--- src/sv/dbam_pkg.sv ---
// ----------------------------------------------------------------------------
// dbam_pkg
// shared widths, command codes, types and arithmetic helpers of the
// double-buffered send mixer
// ----------------------------------------------------------------------------
package dbam_pkg;

    localparam int FRAMES_DEFAULT = 256;
    localparam int FRAME_W        = 8;
    localparam int FRAME_LIMIT    = 2 ** FRAME_W;
    localparam int SAMPLE_W       = 16;
    localparam int LEVEL_W        = 16;
    localparam int SUM_W          = 24;
    localparam int OPND_W         = SAMPLE_W + 1;
    localparam int PROD_W         = OPND_W + LEVEL_W + 1;
    localparam int CONTRIB_W      = 21;
    // left sum, right sum, frame valid flag on top
    localparam int WORD_W         = 2 * SUM_W + 1;

    localparam int CMD_W = 2;
    localparam logic [CMD_W-1:0] CMD_BEGIN = 2'd0;
    localparam logic [CMD_W-1:0] CMD_ACCUM = 2'd1;
    localparam logic [CMD_W-1:0] CMD_READ  = 2'd2;
    localparam logic [CMD_W-1:0] CMD_SWAP  = 2'd3;

    localparam logic [PROD_W:0] ROUND_HALF14 = (PROD_W + 1)'(1) << 13;
    localparam logic [PROD_W:0] ROUND_HALF15 = (PROD_W + 1)'(1) << 14;

    // operands for the two gain multipliers
    typedef struct packed {
        logic signed [OPND_W-1:0]  samp_a;
        logic signed [OPND_W-1:0]  samp_b;
        logic        [LEVEL_W-1:0] level;
        logic                      shift15;
    } gain_req_t;

    // scale by 2^-14 or 2^-15, round to nearest with ties toward plus infinity
    function automatic logic signed [CONTRIB_W-1:0] round_gain(
        input logic signed [PROD_W-1:0] p,
        input logic                     s15
    );
        logic [PROD_W:0]        t;
        logic signed [PROD_W:0] r;
        t = {p[PROD_W-1], p} + (s15 ? ROUND_HALF15 : ROUND_HALF14);
        r = s15 ? ($signed(t) >>> 15) : ($signed(t) >>> 14);
        return r[CONTRIB_W-1:0];
    endfunction

    // add and clamp to the signed 24 bit range
    function automatic logic signed [SUM_W-1:0] sat_add(
        input logic signed [SUM_W-1:0]     a,
        input logic signed [CONTRIB_W-1:0] b
    );
        logic [SUM_W+1:0] s;
        s = {{2{a[SUM_W-1]}}, a}
            + {{(SUM_W + 2 - CONTRIB_W){b[CONTRIB_W-1]}}, b};
        if (s[SUM_W+1] == s[SUM_W] && s[SUM_W] == s[SUM_W-1]) begin
            return s[SUM_W-1:0];
        end else if (s[SUM_W+1]) begin
            return {1'b1, {(SUM_W - 1){1'b0}}};
        end else begin
            return {1'b0, {(SUM_W - 1){1'b1}}};
        end
    endfunction

endpackage

--- src/sv/dbam_gain.sv ---
// ----------------------------------------------------------------------------
// dbam_gain
// two send-level multipliers followed by a rounding stage
// ----------------------------------------------------------------------------
module dbam_gain (
    input  logic                                  aclk,
    input  logic                                  en,
    input  dbam_pkg::gain_req_t                   req,
    output logic signed [dbam_pkg::CONTRIB_W-1:0] contrib_a,
    output logic signed [dbam_pkg::CONTRIB_W-1:0] contrib_b
);
    import dbam_pkg::*;

    logic signed [OPND_W-1:0]    level_s;
    logic signed [PROD_W-1:0]    prod_a_next;
    logic signed [PROD_W-1:0]    prod_b_next;
    logic signed [PROD_W-1:0]    prod_a_reg;
    logic signed [PROD_W-1:0]    prod_b_reg;
    logic                        shift15_reg;
    logic signed [CONTRIB_W-1:0] contrib_a_reg;
    logic signed [CONTRIB_W-1:0] contrib_b_reg;

    assign level_s     = {1'b0, req.level};
    assign prod_a_next = req.samp_a * level_s;
    assign prod_b_next = req.samp_b * level_s;

    // stage 1: products
    always_ff @(posedge aclk) begin
        if (en) begin
            prod_a_reg  <= prod_a_next;
            prod_b_reg  <= prod_b_next;
            shift15_reg <= req.shift15;
        end
    end

    // stage 2: scaled contributions
    always_ff @(posedge aclk) begin
        contrib_a_reg <= round_gain(prod_a_reg, shift15_reg);
        contrib_b_reg <= round_gain(prod_b_reg, shift15_reg);
    end

    assign contrib_a = contrib_a_reg;
    assign contrib_b = contrib_b_reg;

endmodule
--- config.mk ---
export PLATFORM = sky130hd
export DESIGN_NAME = dbam_gain
export DESIGN_NICKNAME = d
export VERILOG_FILES = /design/src/sv/dbam_pkg.sv /design/src/sv/dbam_gain.sv
export SDC_FILE = /design/constraint.sdc
export NUM_CORES = 2
export LEC_CHECK = 0
export ABC_AREA = 1
export BUFFER_PORTS_ARGS = -buffer_cell sky130_fd_sc_hd__buf_2
export CAP_MARGIN = 25
export CORE_MARGIN = 2
export CORE_UTILIZATION = 60
export CTS_CLUSTER_SIZE = 25
export DETAILED_ROUTE_END_ITERATION = 16
export GPL_ROUTABILITY_DRIVEN = 0
export GPL_TIMING_DRIVEN = 1
export PLACE_DENSITY = 0.81
export SKIP_LAST_GASP = 1
export SLEW_MARGIN = 20
export SYNTH_ARGS = -nofsm -noshare
export SYNTH_HDL_FRONTEND = slang
export SYNTH_SLANG_ARGS = --single-unit
--- constraint.sdc ---
create_clock -name aclk -period 6.5 [get_ports aclk]
set_clock_uncertainty 0.05 [all_clocks]
set_input_delay 1.625 -clock aclk [delete_from_list [all_inputs] [get_ports aclk]]
set_output_delay 1.625 -clock aclk [all_outputs]
set_load 0.05 [all_outputs]
Word-level counts from Yosys, hierarchy flattened:

Cells that the tools add are included.

* add/subtract/negate cells: 2
* multiply operators: 2
* multiplexer cells: 3

Operators by type and width (count)
* $add 34x16->35: 2
* $mul 17x17->34: 2
* $mux 20: 2
* $mux 15: 1

* bits in registers: 111
* bits of input ports: 53
* output and inout bits: 42
* word-level logic and storage cells: 12

Longest topological paths before layout:

* depth after elaboration: 3
* gate-level depth with buffers: 29

Worst setup path before layout:

OpenSTA, ideal clock, no wires.

* path type: in2reg
* start point: input req[33] (netlist bit)
* end point: register prod_b_reg[31] (data pin)
* library setup time: 0.252 ns
* arrival: 6.725 ns
* required time: 6.198 ns
* path slack: -0.528 ns
* stages: 21
* buffers on the path: 2
* cells stage by stage: clkbuf_1 -> clkbuf_1 -> nand2_1 -> fa_1 -> fa_1 -> inv_1 -> fa_1 -> fa_1 -> fa_1 -> inv_1 -> fa_1 -> inv_1 -> ha_1 -> a21oi_1 -> nor2_1 -> o21ai_0 -> nand2_1 -> a21oi_1 -> nand2_1 -> nand2_1 -> nand2_1

* cells in the longest elaborated chain, start to end: 1

Ends and longest elaborated chain
* start: declaration: RTL line dbam_gain.sv:8 `input dbam_pkg::gain_req_t req,`
* $mul 17x17->34: RTL line dbam_gain.sv:25 `assign prod_b_next = req.samp_b * level_s;`
* via prod_b_next[31]: RTL line dbam_gain.sv:16 `logic signed [PROD_W-1:0] prod_b_next;`
* end signal: assignment: RTL line dbam_gain.sv:31 `prod_b_reg <= prod_b_next;`
* end: declaration: RTL line dbam_gain.sv:18 `logic signed [PROD_W-1:0] prod_b_reg;`

The timed path passes the listed nets, and every way through them passes these cells.
A chain may end at the register's enable or synchronous reset.

Final worst setup path:

* start point: input req[5] (netlist bit)
* end point: register prod_a_reg[27] (data pin)

* cells in the longest elaborated chain, start to end: 1

Ends and longest elaborated chain
* $mul 17x17->34: RTL line dbam_gain.sv:24 `assign prod_a_next = req.samp_a * level_s;`
* via prod_a_next[27]: RTL line dbam_gain.sv:15 `logic signed [PROD_W-1:0] prod_a_next;`
* end signal: assignment: RTL line dbam_gain.sv:30 `prod_a_reg <= prod_a_next;`
* end: declaration: RTL line dbam_gain.sv:17 `logic signed [PROD_W-1:0] prod_a_reg;`

The timed path passes the listed nets, and every way through them passes these cells.

==> results by group <==
Outcome
  • Status: complete, but fails checks
  • Failing checks: negative setup slack

Global routing
  • Vias in the first global route: 25000
  • Largest net degree at the start of global routing: 46
  • Global-route wire length before repair: 116 mm
  • Antenna violations before repair: 0
  • GRT overflow: 0
  • Global Route Usage Sum: a little under a third

Floorplanning
  • Die Span X: 214 um
  • Die area: roughly 46000 um^2
  • # rows: 77
  • Core area: roughly 44000 um^2
  • Initial Util: 60.4%
  • Die H: roughly 210 um
  • # IOs: 95

STA
  • Hold slack: 0.575 ns
  • RSZ-0062 raised after global routing: true
  • Worst-margin pin slew: 0.627 ns
  • Slew headroom: between 50% and 60%
  • Final slew viol count: 0
  • Final worst-path cycle share: 102%
  • Post-Route Setup TNS: -0.367 ns
  • Final Hold Viols: 0
  • Final min period: 6.64 ns
  • Fmax: 151 MHz
  • Endpoints failing setup: 6
  • Setup WS post-layout: -0.142 ns

Routing
  • Drt via density: 5.36
  • Routed WL per cell: 17.4 um
  • Vias: 23700
  • Remaining DRCs: 0
  • Initial DRC count: 1824
  • Total wire length: 76.6 mm
  • Post-route ant nets: 0
  • TritonRoute pass-1 iters: 6

Synthesis
  • Post-Syn Area: between 20000 and 30000 um^2
  • Synth Warn #: 0
  • Mean Syn Cell Area: 7.50 um^2
  • Largest area contributor in the netlist: fa_1
  • Cells after synthesis: 3537
  • Yosys cell types: 43
  • Post-synth top area share: a little over two fifths
  • Synthesis-stage register bit count: 85
  • Syn Nets: 4318
  • Sequential-to-total area share from yosys stat: under 10%
  • Synth area leaders: fa_1 42%, inv_1 16%, nand2_1 15%

Final layout
  • Commonest cells after routing, fill and taps aside: 1048 x inv_1, 946 x nand2_1, 539 x fa_1, 262 x buf_4, 129 x ha_1
  • Nets@finish: 4597
  • Share of cells above drive strength 1: around a fifth
  • Most common cell after layout, fill and taps aside: inv_1
  • Layout area overhead: 21.1%
  • Ant. Diodes: 0

Clock tree
  • Clock sink total: 85
  • Clock slew at reported path FFs: about 0.070 ns
  • Worst skew pair latency: 0.35 ns
  • Htree depth: 3
  • Longest Clk Path Bufs: 2
  • Root Driver: clkbuf_16
  • CTS Buf Count: 9
  • CTS tree: done

Critical path
  • Critical Path RT: 6.54 ns
  • Slowest CP cell: fa_2
  • Critical Path Sink Type: flop
  • CP Max Fanout: 20
  • Most frequent CP cell: fa_1
  • Slowest stage delay, CP: 0.60 ns
  • CP Buf/Inv Count: 5
  • CP delay by family, top: adder cells
  • Crit path kind: in2reg
  • Startpoint types: input port
  • Crit path cell chain: buf_12 > nand2_1 > fa_2 > buf_4 > fa_1 > inv_1 > fa_1 > fa_1 > fa_1 > inv_1 > fa_1 > inv_1 > ha_4 > a21oi_1 > o21ai_0 > a21oi_1 > nand3_1 > nand2_1 > nand2_2
  • Crit path DAT: 6.68 ns

Place
  • Post-DP HPWL: about 58 mm
  • Pre-CTS setup slack: -0.747 ns
  • Port Buffers: 94

Run
  • Max-Cap Viols: 0

Min path
  • Worst min-delay path category: reg2reg
-- per-layer routing --
metal	up-vias	routed length [um]	global-route usage (%)
met5	-	0	0
met4	0	5340	14.4
met3	440	5260	3.83
met2	1211	39900	59.2
met1	11500	26000	34.6
li1	10500	-	-
-- final timing paths --
| kind | startpoint | end | slack, ns | depth (start not counted) |
|---|---|---|---|---|
| hold / removal | prod_a_reg[33] | contrib_a[20] | 0.57 | 2 |
| setup reg to reg | shift15_reg | contrib_a[16] | 3.58 | 12 |
| hold reg to reg | prod_a_reg[33] | contrib_a[20] | 0.57 | 2 |
| setup / recovery | req[5] | prod_a_reg[27] | -0.14 | 19 |
-- timing repair --
action,4_1_cts,5_1_grt
setup buffers,1,23
endpoints found under the setup margin,42,41
pin swaps,13,151
gates resized for setup,45,383
hold buffers,0,0
cloned,0,8
-- Yosys cell counts (all sizes together) --
| cell type | count |
|---|---|
| nor3 | 24 |
| fa | 556 |
| and2 | 4 |
| nor2 | 108 |
| nand3 | 79 |
| nor3b | 2 |
| nand2 | 1048 |
| a31oi | 2 |
| nor4 | 5 |
| nand3b | 6 |
| a21boi | 3 |
| o211ai | 1 |
| ha | 172 |
| nand4 | 19 |
| or2 | 1 |
| xor2 | 25 |
| clkbuf | 131 |
| xnor2 | 21 |
| o21a | 1 |
| o21ai | 58 |
| nand2b | 1 |
| a21oi | 66 |
| a21o | 3 |
| mux2i | 2 |
| edfxtp | 43 |
| o22ai | 2 |
| o21bai | 7 |
| dfxtp | 42 |
| buf | 4 |
| inv | 1100 |
| clkinv | 1 |
-- per-stage QoR --
step	utilization [%]	cells	area, um^2
finish	73.1	4413	32100
floorplan	-	3537	27200
detailed placement	68.1	4365	29900
global placement	68.1	4365	29900
global route	73.1	4413	32100
CTS	69.2	4382	30400
-- worst min-delay path, stage by stage (launching register included) --
cell,delay (ns)
edfxtp_1,0.41
inv_1,0.09
a21oi_1,0.07
-- logic make-up after synthesis --
group | Yosys count | synth area share (%)
buffers and inverters | 1236 | 17.5
AOI/OAI and AO/OA | 143 | 2.96
muxes | 2 | 0.0754
and+or+nand+nor | 1297 | 19.8
adders and majority gates | 728 | 50.0
DFF | 85 | 8.03
xor gates and xnor gates | 46 | 1.57
-- cell type report --
cell class	count	area, um^2
tap	592	741
timing repair buffer	403	3590
clock inverter	5	55.1
multi-input combinational	2216	21200
sequential	85	2130
clock buffer	11	264
inverter	1101	4150
fill	2979	11800
Power is left out: the tool's default activity adds up to more than one toggle a clock period on the data nets, which glitch-free logic cannot reach.
